$ cat src/hw/rtl/gray_glyph_rasterizer_assert.svh
// ---------------------------------------------------------------------------
// gray_glyph_rasterizer assertion macros
// shared property forms for the rasterizer checks
// ---------------------------------------------------------------------------
`ifndef GRAY_GLYPH_RASTERIZER_ASSERT_SVH
`define GRAY_GLYPH_RASTERIZER_ASSERT_SVH

// same-cycle implication, disabled during reset
`define GGR_ASSERT_IMPLY(label, clk, rst_n, a, b) \
    label: assert property (@(posedge clk) disable iff (!rst_n) (a) |-> (b)) \
        else $error("rasterizer check failed");

// next-cycle implication, disabled during reset
`define GGR_ASSERT_NEXT(label, clk, rst_n, a, b) \
    label: assert property (@(posedge clk) disable iff (!rst_n) (a) |=> (b)) \
        else $error("rasterizer check failed");

`endif

$ cat src/hw/rtl/ggr_pkg.sv
// ---------------------------------------------------------------------------
// ggr_pkg
// types, codes and constants shared by the glyph rasterizer files
// ---------------------------------------------------------------------------
`timescale 1ns / 1ps

package ggr_pkg;

    // default storage and glyph limits
    localparam int unsigned DEF_GLYPH_SLOTS  = 128;
    localparam int unsigned DEF_BITMAP_BYTES = 4096;
    localparam int unsigned DEF_MAX_WIDTH    = 8;
    localparam int unsigned DEF_MAX_HEIGHT   = 16;

    // pixels per result group
    localparam int unsigned LANES = 4;

    // configuration port
    localparam int unsigned CFG_ADDR_W = 5;
    localparam int unsigned CFG_DATA_W = 32;

    // register indexes
    localparam logic [2:0] REG_SHADE_BG    = 3'd0;
    localparam logic [2:0] REG_SHADE_DARK  = 3'd1;
    localparam logic [2:0] REG_SHADE_LIGHT = 3'd2;
    localparam logic [2:0] REG_SHADE_FG    = 3'd3;
    localparam logic [2:0] REG_FIRST_CODE  = 3'd4;
    localparam logic [2:0] REG_GLYPH_COUNT = 3'd5;
    localparam logic [2:0] REG_ABSENT_CODE = 3'd6;
    localparam logic [2:0] REG_FONT_HEIGHT = 3'd7;

    // register reset values
    localparam logic [15:0] RST_SHADE_BG    = 16'd0;
    localparam logic [15:0] RST_SHADE_DARK  = 16'd21162;
    localparam logic [15:0] RST_SHADE_LIGHT = 16'd44373;
    localparam logic [15:0] RST_SHADE_FG    = 16'd65535;
    localparam logic [7:0]  RST_FIRST_CODE  = 8'd32;
    localparam logic [7:0]  RST_GLYPH_COUNT = 8'd95;
    localparam logic [7:0]  RST_ABSENT_CODE = 8'd63;
    localparam logic [4:0]  RST_FONT_HEIGHT = 5'd16;

    // request type codes
    localparam logic [1:0] REQ_RENDER = 2'd0;
    localparam logic [1:0] REQ_DESC   = 2'd1;
    localparam logic [1:0] REQ_BYTE   = 2'd2;

    // configuration register bank
    typedef struct packed {
        logic [3:0][15:0] shade;
        logic [7:0]       first_code;
        logic [7:0]       glyph_count;
        logic [7:0]       absent_code;
        logic [4:0]       font_height;
    } cfg_t;

    // glyph descriptor, 27 bits
    typedef struct packed {
        logic [13:0] offset;
        logic [4:0]  rows;
        logic [3:0]  lift;
        logic [3:0]  width;
    } desc_t;

    // controller state
    typedef enum logic [1:0] {
        ST_IDLE,
        ST_FETCH,
        ST_SETUP,
        ST_EMIT
    } state_t;

    // controller to datapath commands
    typedef struct packed {
        logic capture;
        logic write_desc;
        logic write_byte;
        logic setup;
        logic emit;
    } ctrl_cmd_t;

    // datapath to controller status
    typedef struct packed {
        logic out_free;
        logic group_last;
    } dp_status_t;

endpackage

$ cat src/hw/rtl/ggr_regs.sv
// ---------------------------------------------------------------------------
// ggr_regs
// apb register bank for shades, code range and font height
// ---------------------------------------------------------------------------
`timescale 1ns / 1ps

module ggr_regs (
    input  logic                               clk,
    input  logic                               rst_n,
    input  logic                               psel,
    input  logic                               penable,
    input  logic                               pwrite,
    input  logic [ggr_pkg::CFG_ADDR_W-1:0]     paddr,
    input  logic [ggr_pkg::CFG_DATA_W-1:0]     pwdata,
    output logic [ggr_pkg::CFG_DATA_W-1:0]     prdata,
    output logic                               pready,
    output ggr_pkg::cfg_t                      cfg
);
    import ggr_pkg::*;

    cfg_t       cfg_reg;
    logic [2:0] reg_idx;
    logic       wr_en;

    assign reg_idx = paddr[4:2];
    assign wr_en   = psel && penable && pwrite;
    assign pready  = 1'b1;
    assign cfg     = cfg_reg;

    // register writes
    always_ff @(posedge clk or negedge rst_n)
    begin
        if (!rst_n)
        begin
            cfg_reg.shade[0]    <= RST_SHADE_BG;
            cfg_reg.shade[1]    <= RST_SHADE_DARK;
            cfg_reg.shade[2]    <= RST_SHADE_LIGHT;
            cfg_reg.shade[3]    <= RST_SHADE_FG;
            cfg_reg.first_code  <= RST_FIRST_CODE;
            cfg_reg.glyph_count <= RST_GLYPH_COUNT;
            cfg_reg.absent_code <= RST_ABSENT_CODE;
            cfg_reg.font_height <= RST_FONT_HEIGHT;
        end
        else if (wr_en)
        begin
            case (reg_idx)
                REG_SHADE_BG:    cfg_reg.shade[0]    <= pwdata[15:0];
                REG_SHADE_DARK:  cfg_reg.shade[1]    <= pwdata[15:0];
                REG_SHADE_LIGHT: cfg_reg.shade[2]    <= pwdata[15:0];
                REG_SHADE_FG:    cfg_reg.shade[3]    <= pwdata[15:0];
                REG_FIRST_CODE:  cfg_reg.first_code  <= pwdata[7:0];
                REG_GLYPH_COUNT: cfg_reg.glyph_count <= pwdata[7:0];
                REG_ABSENT_CODE: cfg_reg.absent_code <= pwdata[7:0];
                REG_FONT_HEIGHT: cfg_reg.font_height <= pwdata[4:0];
                default:         cfg_reg             <= cfg_reg;
            endcase
        end
    end

    // read mux
    always_comb
    begin
        case (reg_idx)
            REG_SHADE_BG:    prdata = CFG_DATA_W'(cfg_reg.shade[0]);
            REG_SHADE_DARK:  prdata = CFG_DATA_W'(cfg_reg.shade[1]);
            REG_SHADE_LIGHT: prdata = CFG_DATA_W'(cfg_reg.shade[2]);
            REG_SHADE_FG:    prdata = CFG_DATA_W'(cfg_reg.shade[3]);
            REG_FIRST_CODE:  prdata = CFG_DATA_W'(cfg_reg.first_code);
            REG_GLYPH_COUNT: prdata = CFG_DATA_W'(cfg_reg.glyph_count);
            REG_ABSENT_CODE: prdata = CFG_DATA_W'(cfg_reg.absent_code);
            REG_FONT_HEIGHT: prdata = CFG_DATA_W'(cfg_reg.font_height);
            default:         prdata = '0;
        endcase
    end

endmodule

$ cat config.mk
export PLATFORM = sky130hd
export DESIGN_NAME = ggr_regs
export DESIGN_NICKNAME = d
export VERILOG_FILES = /design/src/hw/rtl/gray_glyph_rasterizer_assert.svh /design/src/hw/rtl/ggr_pkg.sv /design/src/hw/rtl/ggr_regs.sv
export SDC_FILE = /design/constraint.sdc
export NUM_CORES = 1
export LEC_CHECK = 0
export BUFFER_PORTS_ARGS = -buffer_cell sky130_fd_sc_hd__buf_4
export CORE_MARGIN = 1
export CORE_UTILIZATION = 50
export CTS_CLUSTER_SIZE = 25
export DETAILED_ROUTE_END_ITERATION = 7
export PLACE_DENSITY = 0.83
export RECOVER_POWER = 50
export SYNTH_ARGS = -nofsm -noshare
export SYNTH_HDL_FRONTEND = slang
export SYNTH_SLANG_ARGS = --single-unit
$ cat constraint.sdc
create_clock -name clk -period 2.75 [get_ports clk]
set_input_delay 0.825 -clock clk [delete_from_list [all_inputs] [get_ports clk]]
set_output_delay 0.825 -clock clk [all_outputs]
set_load 0.1 [all_outputs]
* Yosys cells after proc, flatten, opt, wreduce, memory -nomap -nowiden
Cells that the tools add are included.
Widths: inputs -> output; s select.
** Operators by class
- Equality and inequality tests :: 7
- Reduce and logical (&&, ||, !) cells :: 11
- Muxes and demuxes :: 1
** Operators with widths (number)
- $pmux 32 s8 :: 1
- $reduce_and 2->1 :: 8
- $eq 3x3->1 const B :: 4
- $eq 3x2->1 const B :: 2
- $eq 3x1->1 const B :: 1
- $logic_not 3->1 :: 1
- $logic_and 1x1->1 :: 2
** Word-level totals
- Output and inout port bits :: 126
- Logic and storage cells :: 27
- Register bits after elaboration :: 93

* Longest topological paths before layout
Gate-level depths: netlist of run 1.
- Word-level depth :: 3
- Depth in mapped cells :: 6
- Depth with buffers taken out :: 4

* Least setup slack after synthesis of run 1
No wires, ideal clock.
- Path kind :: input port to output port
- Start point :: in paddr[4] (netlist name)
- End point :: out prdata[5] (netlist name)
- Required time :: 1.925 ns
- Buffers on the path :: 2
- Arrival :: 3.172 ns
- Setup slack :: -1.247 ns
- Cell stages on the path :: 6
- Cell sequence :: buf_2 > buf_2 > nor2b_1 > a22o_1 > a22oi_1 > a21oi_1
** Between the ends
- Cells in the longest elaborated chain, start to end :: 2
- Elaborated cells between the ends (all ways) :: 9
- Those cells by class :: eq/ne: 7; mux: 1; reduce/logical: 1
** RTL lines
- start, declared :: RTL line ggr_regs.sv:13 : input logic [ggr_pkg::CFG_ADDR_W-1:0] paddr,
- $eq 3x3->1, or another cell as far along :: RTL line ggr_regs.sv:63 : case (reg_idx)
- $pmux 32 s8 * :: RTL line ggr_regs.sv:63
- end, declared :: RTL line ggr_regs.sv:15 : output logic [ggr_pkg::CFG_DATA_W-1:0] prdata,
Mark *: on every way between the ends. The rest lies on a longest branch, timed or not. The select of a mux whose other input is x is not followed.

* Worst setup path after layout of run 1
- Start point :: in paddr[2] (netlist name)
- End point :: out prdata[4] (netlist name)
Same word-level chain as after synthesis.

==> metrics.yaml, run 1 <==
outcome:
  status: "finished with violations"
  violations: "negative setup slack"
grt:
  grt_pass1_vias: 3116
  gr-total-overflow: 0
  grt_max_degree: 45
  antenna_found_initial: 0
  grt_pass1_wl_mm: 17.6
  grt_usage: 0.240
timing:
  finalCritPeriodShare: 1.00
  finalHoldViolCount: 0
  worst_pin_slew_ns: 1.07
  layout_setup_ws_ns: -0.00561
  maxSlewViolCount: 0
  skew_ns: 0
  holdWs_ns: 0.541
  clock.fmax_mhz: 363
  setup_viol: 1
  finalSetupTns_ns: -0.00561
  rsz0062_at_grt: "true"
  relSlewSlack: 0.285
  fin_crit_ns: 2.76
clock_network:
  numCtsBuffers: 9
  clk_pin_slew_ns: 0.09
  clkSinkCount: 93
  clock_latency_ns: 0.34
  cts_tree: "built"
  htree_levels: 3
  clock_path_buffers: 2
  cts_root_buffer: "clkbuf_8"
  hold_buffers: 0
floorplanning:
  die-width_um: 97.3
  coreArea_sq_um: 8760
  die_height_um: 97.3
  die_area_sq_um: 9460
  rows: 34
  initial_core_util: 0.518
  ios: 168
worst_setup_path:
  path_max_fanout: 8
  cp.required_ns: 1.93
  r2r_end: "cfg[23]"
  cp_slowest_stage_delay_ns: 0.41
  cp_cell_sequence: "buf_16, buf_6, or3_4, o22a_4, buf_12"
  critPathArrivalTime_ns: 1.93
  reg2reg_depth: 1
  crit_path_start_kind: "input port"
  crit_type: "in2out"
  crit_slowest_cell: "or3_4"
  r2r_start: "cfg[23]"
  endpoint_kind: "primary output"
  reg2reg_slack_ns: 1.93
placement:
  dpl_cell_area_sq_um: 5890
  gp_congestion: 0.815
  port_buffers: 132
  dp.final_hpwl_mm: 8.16
  dp.cells: 573
  dp_slack_ns: -0.310
run:
  cap_viol_max_count: 0
routing:
  drt-initial-drc-count: 147
  wl_mm: 11.4
  drc: 0
  dr.pass1.iters: 4
  viasPerCell: 5.43
  ant_nets: 0
  routedWlPerCell_um: 19.3
  dr_total_vias: 3207
synth:
  synth.most_common_cell: "mux2_2"
  yosysSeqAreaShare: 0.525
  synthArstFlopShare: 1.00
  syn_area_sq_um: 4540
  synth_seq_cells: 93
  synth.distinct_cells: 35
  synth_top_cell_area_share: 0.266
  synth_ff_type: "dfrtp_1"
  syn_avg_cell_area_sq_um: 14.4
  synth_top_cells_by_count: "84 x mux2_2, 47 x dfrtp_1, 46 x dfstp_2"
  synthCells: 315
  synth_edf_count: 0
  synth_area_leader_cell: "dfstp_2"
  yosysWarningCount: 0
  ys_top_cells_by_area: "dfstp_2 27%, dfrtp_1 26%, mux2_2 21%, mux4_2 4.5%, mux2i_1 4.0%"
layout:
  n_fill_cell: 570
  syn_to_final_growth_pct: 38.4
  layout-drive-gt1-share: 0.762
  design_area_sq_um: 6280
  n_antenna_cell: 0
  stdcell_count: 591
  final_nets: 520
  largest_reg_flops: 93
worst_hold_path:
  hp-class: "reg2reg"
  hold_path_depth: 1
  min_to: "cfg[62]"
  min_from: "cfg[62]"
power:
  p_per_area_nw_per_um2: 1030
  ir_drop_mv: 0.646
  p_leak_nw: 2.93
cell usage in the layout, fill, tap and decap left out, types with 2 or more instances in the layout:
cell | synthesis | routed
and2_2 | 0 | 6
clkbuf_1 | 2 | 4
mux2i_2 | 0 | 4
and2_4 | 0 | 2
mux4_2 | 9 | 9
buf_4 | 21 | 142
buf_6 | 3 | 8
dfstp_2 | 46 | 46
mux2_2 | 84 | 83
buf_8 | 0 | 2
nand2_1 | 6 | 6
mux2_4 | 10 | 11
a21oi_4 | 0 | 2
a22o_1 | 2 | 2
nand2b_1 | 3 | 2
nor2_2 | 5 | 5
clkbuf_8 | 0 | 11
mux2i_1 | 18 | 14
clkinvlp_4 | 0 | 2
buf_12 | 1 | 9
inv_6 | 0 | 2
conb_1 | 2 | 17
o22ai_1 | 4 | 3
clkbuf_2 | 0 | 2
nor2_1 | 11 | 10
dfrtp_1 | 47 | 47
o22a_4 | 0 | 4
a211oi_2 | 0 | 4
how the worst max path moves through the flow:
stage / slack, ns / end / start
5_1_grt: -0.02 / prdata[3] / paddr[4]
3_3_place_gp: -0.30 / prdata[1] / paddr[2]
3_5_place_dp: -0.31 / prdata[1] / paddr[2]
4_1_cts: -0.04 / prdata[7] / paddr[2]
6_report: -0.006 / prdata[4] / paddr[2]
2_1_floorplan: -0.21 / prdata[5] / paddr[2]
per-stage QoR:
step	util	power, W
floorplan	-	0.00484
global placement	0.672	0.00546
detailed placement	0.672	0.00551
CTS	0.711	0.00645
global route	0.717	0.00664
finish	0.717	0.00645
logic make-up after synthesis:
logic type	synth area share
DFF	0.525
AOI/OAI and AO/OA	0.0367
buffers and inverters	0.0546
other	0.00165
and+or+nand+nor	0.0560
muxes	0.326
where the power goes:
group / switching [W] / internal, W
sequential: 0.000232 / 0.00173
clock: 0.000487 / 0.000386
combinational: 0.00276 / 0.000848
total: 0.00348 / 0.00297
worst max-delay path, delay by kind of cell:
family,cells,cell delay (ns)
AO/OA/AOI/OAI,1,0.28
buffers and inverters,3,0.41
AND/OR/NAND/NOR,1,0.41
layer usage:
metal	part of all wire	track usage
met1	0.43	0.336
met2	0.51	0.393
met3	0.043	0.0403
met4	0.010	0.0611
met5	0	0
layout make-up:
| type | count | area [sq um] | area share |
|---|---|---|---|
| clock buffers | 11 | 151 | 0.0241 |
| repair buffers | 169 | 1440 | 0.230 |
| well taps | 108 | 135 | 0.0215 |
| flip-flops and latches | 93 | 2380 | 0.380 |
| multi-input cells | 204 | 2120 | 0.338 |
| clock inverters | 5 | 41.3 | 0.00657 |
| inverters | 1 | 3.75 | 0.000597 |
repair_timing:
action	in CTS	in global routing
endpoints found under the setup margin	16	11
setup buffers	0	1
gates cloned	0	1
resized for setup	35	15
pin swaps	2	4
(Power assumes the default switching activity.)
==> run 2: changes to the inputs <==
--- a/config.mk
+++ b/config.mk
@@ -10,6 +10,7 @@
 export CORE_UTILIZATION = 50
 export CTS_CLUSTER_SIZE = 25
 export DETAILED_ROUTE_END_ITERATION = 7
+export GPL_TIMING_DRIVEN = 0
 export PLACE_DENSITY = 0.83
 export RECOVER_POWER = 50
 export SYNTH_ARGS = -nofsm -noshare
==> run 2 against run 1 <==
Effect of this change: clock power increased by 20%; combinational power is 2% higher; the flow finishes with violations (max-capacitance violations, max-slew violations, negative setup slack); critical endpoint is now prdata[1]; sequential power about the same; power rose by 4.0%; clock-buffer cell count fell by 1; largest cell class unchanged; worst setup slack worse by 0.096 ns; worst hold slack better by 0.0049 ns; die area unchanged; flip-flop and latch count unchanged; cell count up 0.17%.
==> metrics.yaml, run 2 (same netlist as run 1, synthesis figures left out) <==
run:
  cap_viol_max_count: 1
outcome:
  violations: "max-capacitance violations, max-slew violations, negative setup slack"
  status: "finished with violations"
floorplanning:
  die_area_sq_um: 9460
  ios: 168
  coreArea_sq_um: 8760
  initial_core_util: 0.518
  rows: 34
  die-width_um: 97.3
  die_height_um: 97.3
grt:
  grt_pass1_vias: 3330
  grt_use_met3: 0.0518
  grt_usage: 0.266
  grt_pass1_wl_mm: 19.0
  gr-total-overflow: 0
  use_met1: 0.345
  antenna_found_initial: 0
  globalRouteMet2Util: 0.444
  busiest_layer: "met2"
  grt_max_degree: 94
power:
  p_leak_nw: 3.03
  ir_drop_mv: 0.633
  power_w: 0.00671
  p_per_area_nw_per_um2: 1030
clock_network:
  clock_latency_ns: 0.36
  cts_tree: "built"
  hold_buffers: 0
  clock_path_buffers: 2
  numCtsBuffers: 9
  clkSinkCount: 93
  htree_levels: 3
  clk_pin_slew_ns: 0.09
  cts_root_buffer: "clkbuf_8"
worst_setup_path:
  cp_slowest_stage_delay_ns: 0.37
  crit_type: "in2out"
  crit_slowest_cell: "or3_4"
  cp.required_ns: 1.93
  cpMostUsedCell: "buf_12"
  cp_cell_sequence: "buf_12, buf_12, or3_4, buf_12, o22a_4, buf_12"
  endpoint_kind: "primary output"
  crit_path_start_kind: "input port"
  path_max_fanout: 6
  critPathArrivalTime_ns: 2.03
routing:
  drc: 0
  ant_nets: 0
  routedWlPerCell_um: 20.7
  dr_total_vias: 3239
  viasPerCell: 5.47
  wl_mm: 12.3
  drt-initial-drc-count: 124
  dr.pass1.iters: 4
layout:
  layout-drive-gt1-share: 0.771
  largest_reg_flops: 93
  n_antenna_cell: 0
  final_nets: 521
  final_common_cell: "buf_4"
  syn_to_final_growth_pct: 43.1
  stdcell_count: 592
  utilization: 0.741
  final_cell_mix: "136 x buf_4, 83 x mux2_2, 47 x dfrtp_1, 46 x dfstp_2, 24 x buf_12"
worst_hold_path:
  hp-class: "reg2reg"
timing:
  maxSlewViolCount: 94
  rsz0062_at_grt: "true"
  setup_viol: 14
  finalCritPeriodShare: 1.04
  worst_pin_slew_ns: 2.27
  fin_crit_ns: 2.85
  skew_ns: 0
  layout_setup_ws_ns: -0.102
  relSlewSlack: -0.512
  finalHoldViolCount: 0
  clock.fmax_mhz: 351
  holdWs_ns: 0.546
placement:
  dp.final_hpwl_mm: 8.23
  dp.cells: 569
  gp_congestion: 0.800
  dp_slack_ns: -0.404
  port_buffers: 131
==> run 2: worst max-delay path, delay by kind of cell <==
kind | cells | cell delay [ns]
buffers and inverters | 4 | 0.56
AND/OR/NAND/NOR | 1 | 0.37
AO/OA/AOI/OAI | 1 | 0.25
==> run 2: final cells by class <==
type / instances / area [sq um]
timing repair buffer: 140 / 1310
tap: 108 / 135
clock buffer: 10 / 138
clock inverter: 6 / 91.3
multi-input combinational: 204 / 2130
inverter: 1 / 3.75
buffer: 30 / 312
sequential: 93 / 2380
fill: 570 / 2270
==> run 2: timing repair <==
action,in CTS,in global routing
endpoints found under the hold margin,0,0
cloned,1,1
resized for setup,62,21
buffers inserted,4,4
setup endpoints to repair,16,16
pin swaps,2,4
==> run 2: layer usage <==
layer,vias up,wire [um]
met5,-,0
met4,0,198
met3,13,677
met2,129,6390
met1,1662,4990
li1,1435,-
==> run 2: final timing paths <==
kind	startpoint	endpoint	slack [ns]	cells after the start
max reg2reg	cfg[23]	cfg[23]	1.90	1
max	paddr[2]	prdata[1]	-0.10	6
min reg2reg	cfg[68]	cfg[68]	0.55	1
min	cfg[68]	cfg[68]	0.55	1
max in group asynchronous	rst_n	cfg[20]	0.30	1
min in group asynchronous	rst_n	cfg[68]	1.11	1
==> run 2: per-stage QoR <==
| stage | setup TNS [ns] | instance area (sq um) |
|---|---|---|
| detailed placement | -4.37 | 5880 |
| global route | -5.85 | 6500 |
| floorplan | -0.440 | 4760 |
| finish | -0.696 | 6500 |
| global placement | -4.12 | 5880 |
| CTS | -2.12 | 6400 |
==> run 2: power breakdown <==
part	switching [W]	internal, W
logic	0.00278	0.000904
clock network	0.000501	0.000545
registers	0.000239	0.00173
