<file path="src/hw/rtl/gray_glyph_rasterizer_assert.svh">
// ---------------------------------------------------------------------------
// gray_glyph_rasterizer assertion macros
// shared property forms for the rasterizer checks
// ---------------------------------------------------------------------------
`ifndef GRAY_GLYPH_RASTERIZER_ASSERT_SVH
`define GRAY_GLYPH_RASTERIZER_ASSERT_SVH

// same-cycle implication, disabled during reset
`define GGR_ASSERT_IMPLY(label, clk, rst_n, a, b) \
    label: assert property (@(posedge clk) disable iff (!rst_n) (a) |-> (b)) \
        else $error("rasterizer check failed");

// next-cycle implication, disabled during reset
`define GGR_ASSERT_NEXT(label, clk, rst_n, a, b) \
    label: assert property (@(posedge clk) disable iff (!rst_n) (a) |=> (b)) \
        else $error("rasterizer check failed");

`endif

</file>
<file path="src/hw/rtl/ggr_pkg.sv">
// ---------------------------------------------------------------------------
// ggr_pkg
// types, codes and constants shared by the glyph rasterizer files
// ---------------------------------------------------------------------------
`timescale 1ns / 1ps

package ggr_pkg;

    // default storage and glyph limits
    localparam int unsigned DEF_GLYPH_SLOTS  = 128;
    localparam int unsigned DEF_BITMAP_BYTES = 4096;
    localparam int unsigned DEF_MAX_WIDTH    = 8;
    localparam int unsigned DEF_MAX_HEIGHT   = 16;

    // pixels per result group
    localparam int unsigned LANES = 4;

    // configuration port
    localparam int unsigned CFG_ADDR_W = 5;
    localparam int unsigned CFG_DATA_W = 32;

    // register indexes
    localparam logic [2:0] REG_SHADE_BG    = 3'd0;
    localparam logic [2:0] REG_SHADE_DARK  = 3'd1;
    localparam logic [2:0] REG_SHADE_LIGHT = 3'd2;
    localparam logic [2:0] REG_SHADE_FG    = 3'd3;
    localparam logic [2:0] REG_FIRST_CODE  = 3'd4;
    localparam logic [2:0] REG_GLYPH_COUNT = 3'd5;
    localparam logic [2:0] REG_ABSENT_CODE = 3'd6;
    localparam logic [2:0] REG_FONT_HEIGHT = 3'd7;

    // register reset values
    localparam logic [15:0] RST_SHADE_BG    = 16'd0;
    localparam logic [15:0] RST_SHADE_DARK  = 16'd21162;
    localparam logic [15:0] RST_SHADE_LIGHT = 16'd44373;
    localparam logic [15:0] RST_SHADE_FG    = 16'd65535;
    localparam logic [7:0]  RST_FIRST_CODE  = 8'd32;
    localparam logic [7:0]  RST_GLYPH_COUNT = 8'd95;
    localparam logic [7:0]  RST_ABSENT_CODE = 8'd63;
    localparam logic [4:0]  RST_FONT_HEIGHT = 5'd16;

    // request type codes
    localparam logic [1:0] REQ_RENDER = 2'd0;
    localparam logic [1:0] REQ_DESC   = 2'd1;
    localparam logic [1:0] REQ_BYTE   = 2'd2;

    // configuration register bank
    typedef struct packed {
        logic [3:0][15:0] shade;
        logic [7:0]       first_code;
        logic [7:0]       glyph_count;
        logic [7:0]       absent_code;
        logic [4:0]       font_height;
    } cfg_t;

    // glyph descriptor, 27 bits
    typedef struct packed {
        logic [13:0] offset;
        logic [4:0]  rows;
        logic [3:0]  lift;
        logic [3:0]  width;
    } desc_t;

    // controller state
    typedef enum logic [1:0] {
        ST_IDLE,
        ST_FETCH,
        ST_SETUP,
        ST_EMIT
    } state_t;

    // controller to datapath commands
    typedef struct packed {
        logic capture;
        logic write_desc;
        logic write_byte;
        logic setup;
        logic emit;
    } ctrl_cmd_t;

    // datapath to controller status
    typedef struct packed {
        logic out_free;
        logic group_last;
    } dp_status_t;

endpackage

</file>
<file path="src/hw/rtl/ggr_ctrl.sv">
// ---------------------------------------------------------------------------
// ggr_ctrl
// sequencer: request intake, descriptor fetch, setup and group emission
// ---------------------------------------------------------------------------
`timescale 1ns / 1ps

module ggr_ctrl (
    input  logic                clk,
    input  logic                rst_n,
    input  logic                req_valid,
    input  logic [1:0]          req_type,
    input  ggr_pkg::dp_status_t status,
    output logic                req_ready,
    output ggr_pkg::ctrl_cmd_t  cmd
);
    import ggr_pkg::*;

    state_t state_reg;
    state_t state_next;

    // state register
    always_ff @(posedge clk or negedge rst_n)
    begin
        if (!rst_n)
        begin
            state_reg <= ST_IDLE;
        end
        else
        begin
            state_reg <= state_next;
        end
    end

    // next state
    always_comb
    begin
        state_next = state_reg;
        case (state_reg)
            ST_IDLE:
            begin
                if (req_valid && req_type == REQ_RENDER)
                begin
                    state_next = ST_FETCH;
                end
            end
            ST_FETCH: state_next = ST_SETUP;
            ST_SETUP: state_next = ST_EMIT;
            ST_EMIT:
            begin
                if (status.out_free && status.group_last)
                begin
                    state_next = ST_IDLE;
                end
            end
            default:  state_next = ST_IDLE;
        endcase
    end

    // outputs
    always_comb
    begin
        req_ready      = 1'b0;
        cmd            = '0;
        case (state_reg)
            ST_IDLE:
            begin
                req_ready      = 1'b1;
                cmd.capture    = req_valid && req_type == REQ_RENDER;
                cmd.write_desc = req_valid && req_type == REQ_DESC;
                cmd.write_byte = req_valid && req_type == REQ_BYTE;
            end
            ST_FETCH: cmd = '0;
            ST_SETUP: cmd.setup = 1'b1;
            ST_EMIT:  cmd.emit  = status.out_free;
            default:  cmd = '0;
        endcase
    end

endmodule

</file>
<file path="config.mk">
export PLATFORM = sky130hd
export DESIGN_NAME = ggr_ctrl
export DESIGN_NICKNAME = d
export VERILOG_FILES = /design/src/hw/rtl/gray_glyph_rasterizer_assert.svh /design/src/hw/rtl/ggr_pkg.sv /design/src/hw/rtl/ggr_ctrl.sv
export SDC_FILE = /design/constraint.sdc
export NUM_CORES = 1
export LEC_CHECK = 0
export BUFFER_PORTS_ARGS = -buffer_cell sky130_fd_sc_hd__buf_2
export CAP_MARGIN = 20
export CORE_AREA = 8 8 45 47
export DETAILED_ROUTE_END_ITERATION = 8
export DIE_AREA = 0 0 53 55
export PLACE_DENSITY = 0.36
export SLEW_MARGIN = 20
export SYNTH_ARGS = -nofsm -noshare
export SYNTH_HDL_FRONTEND = slang
export SYNTH_SLANG_ARGS = --single-unit
</file>
<file path="constraint.sdc">
create_clock -name clk -period 2.35 [get_ports clk]
set_input_delay 0.235 -clock clk [delete_from_list [all_inputs] [get_ports clk]]
set_output_delay 0.235 -clock clk [all_outputs]
set_load 0.01 [all_outputs]
</file>
## Word level (Yosys, flattened, before mapping)

Index checks and enable logic that the tools add are counted.

- Eq/ne operators: 7
- Multiplexer cells: 7
- Reduce and logical (&&, ||, !) cells: 7

Operator list:

| cell | count |
|---|---|
| case mux 2 bit (4 select lines) | 1 |
| == test 2 bit, second input constant | 3 |
| == test 2 x 1 -> 1 bit, second input constant | 2 |
| logical AND 1 bit | 4 |
| zero test 2 bit | 2 |
| two-way mux 2 bit | 2 |
| inequality test 2 bit, second input constant | 2 |
| two-way mux 1 bit | 3 |
| two-way mux 3 bit | 1 |
| AND reduction 2 bit | 1 |

- Flip-flop bits (word level): 2
- Input port bits: 7
- Output and inout bits: 6
- Logic and storage cells: 22

## Longest topological paths before layout

Gate-level depths: netlist of run 1.

- Word-level depth: 4
- Gate-level depth with buffers: 4
- Depth with buffers taken out: 4

## Least setup slack after synthesis of run 1

No wires, ideal clock.

- Path kind: register -> output
- From: register state_reg[0]
- To: output port cmd[3] (netlist name)
- Arrival: 1150 ps
- Data required time: 2115 ps
- Setup slack: 965 ps
- Cell stages (with the launch flop): 5
- Buffers on the path: 0
- Cell sequence: dfrtp_1 > inv_1 > ha_1 > nand2_1 > nor3b_1

RTL lines:

| what | line | RTL |
|---|---|---|
| from (decl) | ggr_ctrl.sv:18 | `state_t state_reg;` |
| from (signal assigned) | ggr_ctrl.sv:30 | `state_reg <= state_next;` |
| to (decl) | ggr_ctrl.sv:14 | `output ggr_pkg::ctrl_cmd_t cmd` |

==> flow_metrics.tcl, run 1 <==
set metrics [dict create \
    first_pass_iters 3 \
    yosys_warnings 0 \
    die_y_um 55 \
    synth_fp_nets 27 \
    io_pins 13 \
    grt_antenna_before_repair 0 \
    remaining_drc_errors 0 \
    maxCapViolations 0 \
    p_leak_nw 0.150 \
    dp_hpwl_um 471 \
    cts_buffers 3 \
    synth_cells 17 \
    power.total_w 0.000319 \
    initial_core_util 0.125 \
    fin_tns_setup_ps 0 \
    end_kind "primary output" \
    r2r_end "state_reg[1]$_DFFE_PN0P_" \
    grt_pass1_wl_um 917 \
    relSlewSlack 0.798 \
    critPathArrivalTime_ps 1470 \
    finalInstanceArea_um2 285 \
    cts_setup_buffers 0 \
    grt_overflow 0 \
    root_buffer "clkbuf_4" \
    fillCellCount 162 \
    clock_latency_ps 230 \
    finalClockSkew_ps 0.617 \
    cp_max_fo 4 \
    hold_violations 0 \
    portBuffers 12 \
    die_area_mm2 0.00292 \
    synthDistinctLibCells 12 \
    grt_max_degree 5 \
    fin_nets 45 \
    power_density_mw_per_mm2 1120 \
    viasPerCell 3.94 \
    netlist_area_um2 173 \
    p_clk_frac 0.247 \
    postSynthAreaPerCell_um2 10.2 \
    reg2reg_setup_slack_ps 1000 \
    cts_tree "done" \
    largest_reg_flops 2 \
    max_freq_mhz 587 \
    wire_per_inst_um 11.2 \
    setup_slack_ps 646 \
    status "finished, final reports clean" \
    layout.cells.non_filler 49 \
    gp_congestion 0.616 \
    final_cell_mix "buf_2 (12), ha_1 (3), clkbuf_4 (3)" \
    hold_class "primary input to async pin" \
    internal-power_w 0.000196 \
    synthToLayoutAreaGrowth_pct 65.2 \
    h-tree-depth 1 \
    clk_path_buf_depth 2 \
    r2r_start "state_reg[0]$_DFFE_PN0P_" \
    required_ps 2120 \
    ys_ff_latch 2 \
    grt_usage 0.0492 \
    setup.worst_path.class "flop to primary output" \
    p_switching_w 0.000123 \
    rsz0062_at_grt "false" \
    ant_nets 0 \
    reg2reg_depth 4 \
    fp.dieW_um 53 \
    rows 14 \
    period_share 0.725 \
    peakVddDrop_mv 0.213 \
    report.final.slew_viol_count 0 \
    routed_wl_um 551 \
    vias 193 \
    worst_pin_slew_ps 300 \
    place_ws_ps 887 \
    grt_pass1_vias 223 \
    swShare 0.385 \
    pwr-share-seq 0.222 \
    antenna_cells 0 \
    setup_viol 0 \
    yosysSeqAreaShare 0.290 \
    clock_sinks 2 \
    final_common_cell "buf_2" \
    path_clk_slew_ps 30 \
    fin_crit_ps 1700 \
    coreArea_mm2 0.00138 \
    power_frac_comb 0.531 \
    drt_iter0_drc 2 \
    dp_cells 45 \
    placed_area_um2 253 \
    drive_gt1_frac 0.515 \
    startpoint_type "flop" \
]
[cells by family (layout without fill, tap and decap cells)]
kind of cell / count (synthesis) / after routing / share of synthesized area
AO/OA/AOI/OAI: 3 / 3 / 0.159
adder cells (fa/ha/maj): 3 / 3 / 0.217
buffers and inverters: 2 / 18 / 0.0435
flip-flops: 2 / 2 / 0.290
multiplexers: 1 / 1 / 0.0652
AND/OR/NAND/NOR: 6 / 6 / 0.225
[how the worst max path moves through the flow]
stage | start | to | slack (ps) | depth (start not counted)
final | state_reg[0]$_DFFE_PN0P_ | cmd[3] | 650 | 5
after global routing | state_reg[0]$_DFFE_PN0P_ | cmd[3] | 490 | 5
after CTS | state_reg[0]$_DFFE_PN0P_ | cmd[3] | 640 | 5
after detailed placement | state_reg[0]$_DFFE_PN0P_ | cmd[3] | 890 | 5
after global placement | req_type[1] | state_reg[1]$_DFFE_PN0P_ | 980 | 4
after floorplan | state_reg[0]$_DFFE_PN0P_ | cmd[3] | 970 | 4
[synth_stat cells, drive strengths merged]
library cell	count	share of area
or3b	1	0.051
ha	3	0.22
nand2	1	0.022
nor3	1	0.029
and2	1	0.036
mux2	1	0.065
dfrtp	2	0.29
o32a	1	0.065
inv	2	0.043
a21boi	1	0.043
a21oi	1	0.051
nor3b	2	0.087
[power by group through the flow]
stage | clock network, W | logic, W | registers [W]
after global routing | 0.0000851 | 0.000194 | 0.0000746
final | 0.0000789 | 0.000169 | 0.0000709
after floorplan | 0 | 0.000122 | 0.0000672
after global placement | 0 | 0.000165 | 0.0000694
after detailed placement | 0 | 0.000173 | 0.0000714
after CTS | 0.0000798 | 0.000175 | 0.0000710
[per-layer routing]
layer  up-vias  share of wire  global-route usage
met5         -              0                   0
met4         0          0.094               0.103
met2         8           0.58              0.0762
met1        88           0.26              0.0334
li1         92              -                   -
met3         5          0.062              0.0134
[layout make-up]
type                    count  area, µm²  area share
flip-flops and latches      2       50.0       0.175
inverters                   2       7.51      0.0263
repair buffers             13       70.1       0.246
well taps                  16       20.0      0.0702
clock buffers               3       22.5      0.0789
multi-input cells          13        115       0.404
[through the flow]
step	hold WS, ps	util
after floorplan	-60.6	-
after global placement	19.7	0.183
after detailed placement	26.1	0.183
after CTS	332	0.206
after global routing	348	0.206
final	325	0.206
[what timing repair did]
item                      in CTS  in global routing
gates resized for setup        0                  0
hold endpoints to repair       2                  0
hold buffers                   1                  0
[critical path: stages, from the launching register on]
cell     delay [ps]
dfrtp_1         390
inv_1            90
ha_1            240
nand2_1         120
nor3b_1         220
buf_2           180
No activity file was read; power rests on OpenSTA's default activity.
==> run 2, diff against run 1 <==
==> constraint.sdc (replaced) <==
create_clock -name clk -period 1.65 [get_ports clk]
set_input_delay 0.165 -clock clk [delete_from_list [all_inputs] [get_ports clk]]
set_output_delay 0.165 -clock clk [all_outputs]
set_load 0.01 [all_outputs]
==> flow_metrics.tcl, run 2 (synthesis results as in run 1) <==
set metrics [dict create \
    critPathArrivalTime_ps 1350 \
    wire_per_inst_um 10.1 \
    end_kind "primary output" \
    synthToLayoutAreaGrowth_pct 66.7 \
    setup.worst_path.class "flop to primary output" \
    clock_sinks 2 \
    dp_cells 45 \
    finalClockSkew_ps 2.22 \
    cts_tree "done" \
    cp_slowest_cell "dfrtp_1" \
    antenna_cells 0 \
    fin_tns_setup_ps 0 \
    pwr-share-seq 0.219 \
    grt_pass1_vias 186 \
    h-tree-depth 1 \
    clock_latency_ps 230 \
    cts_buffers 3 \
    relSlewSlack 0.774 \
    grt_max_degree 5 \
    internal-power_w 0.000285 \
    vias 182 \
    die_y_um 55 \
    use_met2 0.0586 \
    power_frac_comb 0.541 \
    max_freq_mhz 659 \
    hold_violations 0 \
    path_clk_slew_ps 30 \
    final_common_cell "buf_2" \
    reg2reg_depth 4 \
    clk_path_buf_depth 2 \
    final_util 0.208 \
    first_pass_iters 2 \
    drive_gt1_frac 0.545 \
    rows 14 \
    setup_viol 0 \
    cp_cell_sequence "inv_1, ha_2, nand2_1, nor3b_1, buf_2" \
    busiest_layer "met4" \
    root_buffer "clkbuf_4" \
    layout.cells.non_filler 49 \
    status "finished, final reports clean" \
    rsz0062_at_grt "false" \
    coreArea_mm2 0.00138 \
    routed_wl_um 495 \
    grt_overflow 0 \
    worst_pin_slew_ps 335 \
    portBuffers 12 \
    grt_usage 0.0415 \
    p_switching_w 0.000174 \
    required_ps 1480 \
    grt.met3_usage 0.0294 \
    hold_class "primary input to async pin" \
    maxCapViolations 0 \
    p_clk_frac 0.240 \
    fin_crit_ps 1520 \
    initial_core_util 0.125 \
    remaining_drc_errors 0 \
    period_share 0.920 \
    grt_antenna_before_repair 0 \
    largest_reg_flops 2 \
    placed_area_um2 253 \
    ant_nets 0 \
    startpoint_type "flop" \
    grt_pass1_wl_um 759 \
    grt_util_met1 0.0258 \
    finalInstanceArea_um2 288 \
    final_cell_mix "buf_2 (12), clkbuf_4 (3)" \
    peakVddDrop_mv 0.352 \
    fin_nets 45 \
    viasPerCell 3.71 \
    cp_max_fo 4 \
    swShare 0.379 \
    p_leak_nw 0.149 \
    gp_congestion 0.596 \
    crit_path_max_incr_delay_ps 390 \
    fp.dieW_um 53 \
    report.final.slew_viol_count 0 \
    die_area_mm2 0.00292 \
    io_pins 13 \
    drt_iter0_drc 1 \
    power_density_mw_per_mm2 1600 \
]
## run 2: metal layers
| layer | vias up | share of wire |
|---|---|---|
| met4 | 0 | 0 |
| met2 | 3 | 0.66 |
| li1 | 94 | - |
| met3 | 0 | 0.071 |
| met1 | 85 | 0.26 |
| met5 | - | 0 |
## run 2: repair_timing
action,in CTS,in global routing
endpoints found under the setup margin,0,1
hold buffers,1,0
hold endpoints to repair,2,0
buffers inserted,0,0
resized for setup,0,1
## run 2: final timing paths
kind,slack [ps],end,from
min in group clk,450,state_reg[0]$_DFFE_PN0P_,status[0]
worst max register to register,270,state_reg[1]$_DFFE_PN0P_,state_reg[1]$_DFFE_PN0P_
worst max-delay path,130,cmd[3],state_reg[0]$_DFFE_PN0P_
worst min-delay path,250,state_reg[0]$_DFFE_PN0P_,rst_n
worst min register to register,530,state_reg[0]$_DFFE_PN0P_,state_reg[0]$_DFFE_PN0P_
max in group asynchronous,1300,state_reg[1]$_DFFE_PN0P_,rst_n
## run 2: final cells by class
type                    instances  area [µm²]
repair buffers                 13        70.1
clock buffers                   3        22.5
well taps                      16        20.0
multi-input cells              13         118
inverters                       2        7.51
flip-flops and latches          2        50.0
fillers                       157        1100
## run 2: through the flow
step           power, W  hold slack [ps]  setup WS [ps]
2_1_floorplan  0.000269             -131            335
3_3_place_gp   0.000339            -50.7            318
3_5_place_dp   0.000350            -48.5            262
4_1_cts        0.000469              254           73.6
5_1_grt        0.000511              270           22.9
6_report       0.000459              254            132
## run 2: power groups by stage
| stage | logic, W | clock network [W] | registers [W] |
|---|---|---|---|
| finish | 0.000248 | 0.000110 | 0.000101 |
| detailed placement | 0.000249 | 0 | 0.000102 |
| global route | 0.000284 | 0.000122 | 0.000105 |
| global placement | 0.000240 | 0 | 0.0000996 |
| CTS | 0.000252 | 0.000116 | 0.000101 |
| floorplan | 0.000173 | 0 | 0.0000957 |
## run 2: worst max-delay path: cells and delay by family, from the launching register on
family	cells	cell delay, ps
flip-flops	1	390
AND/OR/NAND/NOR	2	270
buffers and inverters	2	250
adder cells (fa/ha/maj)	1	220
==> run 3, diff against run 2 <==
--- a/config.mk
+++ b/config.mk
@@ -5,12 +5,13 @@
 export SDC_FILE = /design/constraint.sdc
 export NUM_CORES = 1
 export LEC_CHECK = 0
+export ABC_AREA = 1
 export BUFFER_PORTS_ARGS = -buffer_cell sky130_fd_sc_hd__buf_2
 export CAP_MARGIN = 20
 export CORE_AREA = 8 8 45 47
 export DETAILED_ROUTE_END_ITERATION = 8
 export DIE_AREA = 0 0 53 55
-export PLACE_DENSITY = 0.36
+export PLACE_DENSITY = 0.38
 export SLEW_MARGIN = 20
 export SYNTH_ARGS = -nofsm -noshare
 export SYNTH_HDL_FRONTEND = slang
==> flow_metrics.tcl, run 3 <==
set metrics [dict create \
    synthDistinctLibCells 11 \
    fp.dieW_um 53 \
    vias 231 \
    final_common_cell "buf_2" \
    postSynthAreaPerCell_um2 7.08 \
    power_density_mw_per_mm2 1560 \
    reg2reg_setup_slack_ps 550 \
    crit_path_max_incr_delay_ps 380 \
    worst_pin_slew_ps 189 \
    final_util 0.231 \
    synth_top_flop_cell "dfrtp_1" \
    cp_slowest_cell "dfrtp_1" \
    viasPerCell 3.79 \
    peakVddDrop_mv 0.583 \
    critPathArrivalTime_ps 1330 \
    dp_hpwl_um 463 \
    initial_core_util 0.148 \
    io_pins 13 \
    finalClockSkew_ps 0.984 \
    first_pass_iters 2 \
    synth_top_area_frac 0.244 \
    cp_cell_sequence "inv_1, ha_2, inv_1, nor4_2, buf_2" \
    relSlewSlack 0.873 \
    end_kind "primary output" \
    max_freq_mhz 669 \
    synth_common_cells "nand2_1 (9), inv_1 (6), ha_1 (3)" \
    routed_wl_um 516 \
    drt_iter0_drc 3 \
    rows 14 \
    synth_fp_nets 39 \
    clk_path_buf_depth 2 \
    ys_ff_latch 2 \
    period_share 0.906 \
    reg2reg_depth 5 \
    synth_most_common_cell "nand2_1" \
    synth_area_leaders "dfrtp_1 (24%), ha_1 (18%), nand2_1 (16%)" \
    hold_class "primary input to async pin" \
    yosysSeqAreaShare 0.244 \
    rsz0062_at_grt "false" \
    grt_pass1_vias 250 \
    r2r_start "state_reg[0]$_DFFE_PN0P_" \
    required_ps 1480 \
    grt_pass1_wl_um 821 \
    async_reset_ff_frac 1.00 \
    synth-edff-count 0 \
    final_cell_mix "buf_2 (12), nand2_1 (9), inv_1 (6)" \
    die_y_um 55 \
    netlist_area_um2 205 \
    grt_overflow 0 \
    p_leak_nw 0.195 \
    clock_sinks 2 \
    root_buffer "clkbuf_4" \
    coreArea_mm2 0.00138 \
    clock_latency_ps 220 \
    cp_max_fo 4 \
    yosys_warnings 0 \
    dp_cells 57 \
    cts_buffers 3 \
    startpoint_type "flop" \
    maxCapViolations 0 \
    path_common_cell "inv_1" \
    ant_nets 0 \
    drive_gt1_frac 0.467 \
    fin_tns_setup_ps 0 \
    grt_antenna_before_repair 0 \
    grt_max_degree 5 \
    fillCellCount 161 \
    grt_usage 0.0388 \
    cts_tree "done" \
    fin_nets 57 \
    die_area_mm2 0.00292 \
    fin_crit_ps 1500 \
    setup_viol 0 \
    synth_cells 29 \
    r2r_end "state_reg[0]$_DFFE_PN0P_" \
    hold_violations 0 \
    h-tree-depth 1 \
    wire_per_inst_um 8.46 \
    status "finished, final reports clean" \
    gp_congestion 0.664 \
    largest_reg_flops 2 \
    portBuffers 12 \
    layout.cells.non_filler 61 \
    setup.worst_path.class "flop to primary output" \
    remaining_drc_errors 0 \
    yosysTopAreaCell "dfrtp_1" \
    synthToLayoutAreaGrowth_pct 56.1 \
    antenna_cells 0 \
    path_clk_slew_ps 30 \
    report.final.slew_viol_count 0 \
    cts_setup_buffers 0 \
]
==> run 3: changes by cell type in the layout (fill, tap and decap cells not counted), sizes merged, moves of 2 or more <==
| cell | before | now |
|---|---|---|
| nand2 | 1 | 11 |
| inv | 2 | 7 |
| nor4 | 0 | 2 |
| nand4 | 0 | 2 |
| nor3b | 2 | 0 |
==> run 3: what timing repair did <==
item | 4_1_cts | 5_1_grt
hold buffers | 1 | 0
setup endpoints to repair | 0 | 2
hold endpoints to repair | 2 | 0
gates resized for setup | 0 | 1
==> run 3: how the worst max path moves through the flow <==
stage                        startpoint  endpoint  slack, ps
6_report       state_reg[0]$_DFFE_PN0P_    cmd[3]        150
5_1_grt        state_reg[0]$_DFFE_PN0P_    cmd[3]         20
4_1_cts        state_reg[0]$_DFFE_PN0P_    cmd[3]        100
3_5_place_dp   state_reg[0]$_DFFE_PN0P_    cmd[3]        340
3_3_place_gp   state_reg[0]$_DFFE_PN0P_    cmd[3]        320
2_1_floorplan  state_reg[0]$_DFFE_PN0P_    cmd[4]        320
==> run 3: cell type report <==
type                            count  area (µm²)  area share
Clock buffer                        3        22.5      0.0703
Sequential cell                     2        50.0       0.156
Multi-Input combinational cell     20         131       0.410
Inverter                            7        26.3      0.0820
Timing Repair Buffer               13        70.1       0.219
Tap cell                           16        20.0      0.0625
==> run 3: per-stage QoR <==
stage | hold slack, ps | total power, W | instance area [µm²] | worst slack [ps]
floorplan | -131 | 0.000307 | 205 | 324
global placement | -48.0 | 0.000398 | 285 | 324
detailed placement | -48.2 | 0.000395 | 285 | 335
CTS | 238 | 0.000515 | 318 | 95.5
global route | 260 | 0.000568 | 320 | 24.2
finish | 247 | 0.000500 | 320 | 155
==> run 3: cell families (layout without fill, tap and decap cells) <==
logic type | Yosys count | count (layout) | share of synthesized area
fa+ha+maj | 3 | 3 | 0.183
buf+inv | 7 | 23 | 0.128
flops | 2 | 2 | 0.244
simple gates | 17 | 17 | 0.445
==> run 3: worst max-delay path, delay by kind of cell (launching register included) <==
family,cells,cell delay (ps)
AND/OR/NAND/NOR,1,190
adder cells (fa/ha/maj),1,210
buffers and inverters,3,330
flip-flops,1,380
==> run 3: routing by layer <==
| metal | vias to the layer above | track usage | share of wire |
|---|---|---|---|
| met3 | 0 | 0.0107 | 0.039 |
| met2 | 3 | 0.0723 | 0.63 |
| met5 | - | 0 | 0 |
| li1 | 125 | - | - |
| met1 | 103 | 0.0274 | 0.33 |
| met4 | 0 | 0.0517 | 0 |
==> run 3: power breakdown <==
group / switching (W) / leakage (nW) / internal, W / total (W)
combinational: 0.000171 / 0.157 / 0.000123 / 0.000294
clock: 0.0000274 / 0.0138 / 0.0000802 / 0.000108
sequential: 0.0000220 / 0.0243 / 0.0000769 / 0.0000989
total: 0.000221 / 0.195 / 0.000280 / 0.000500
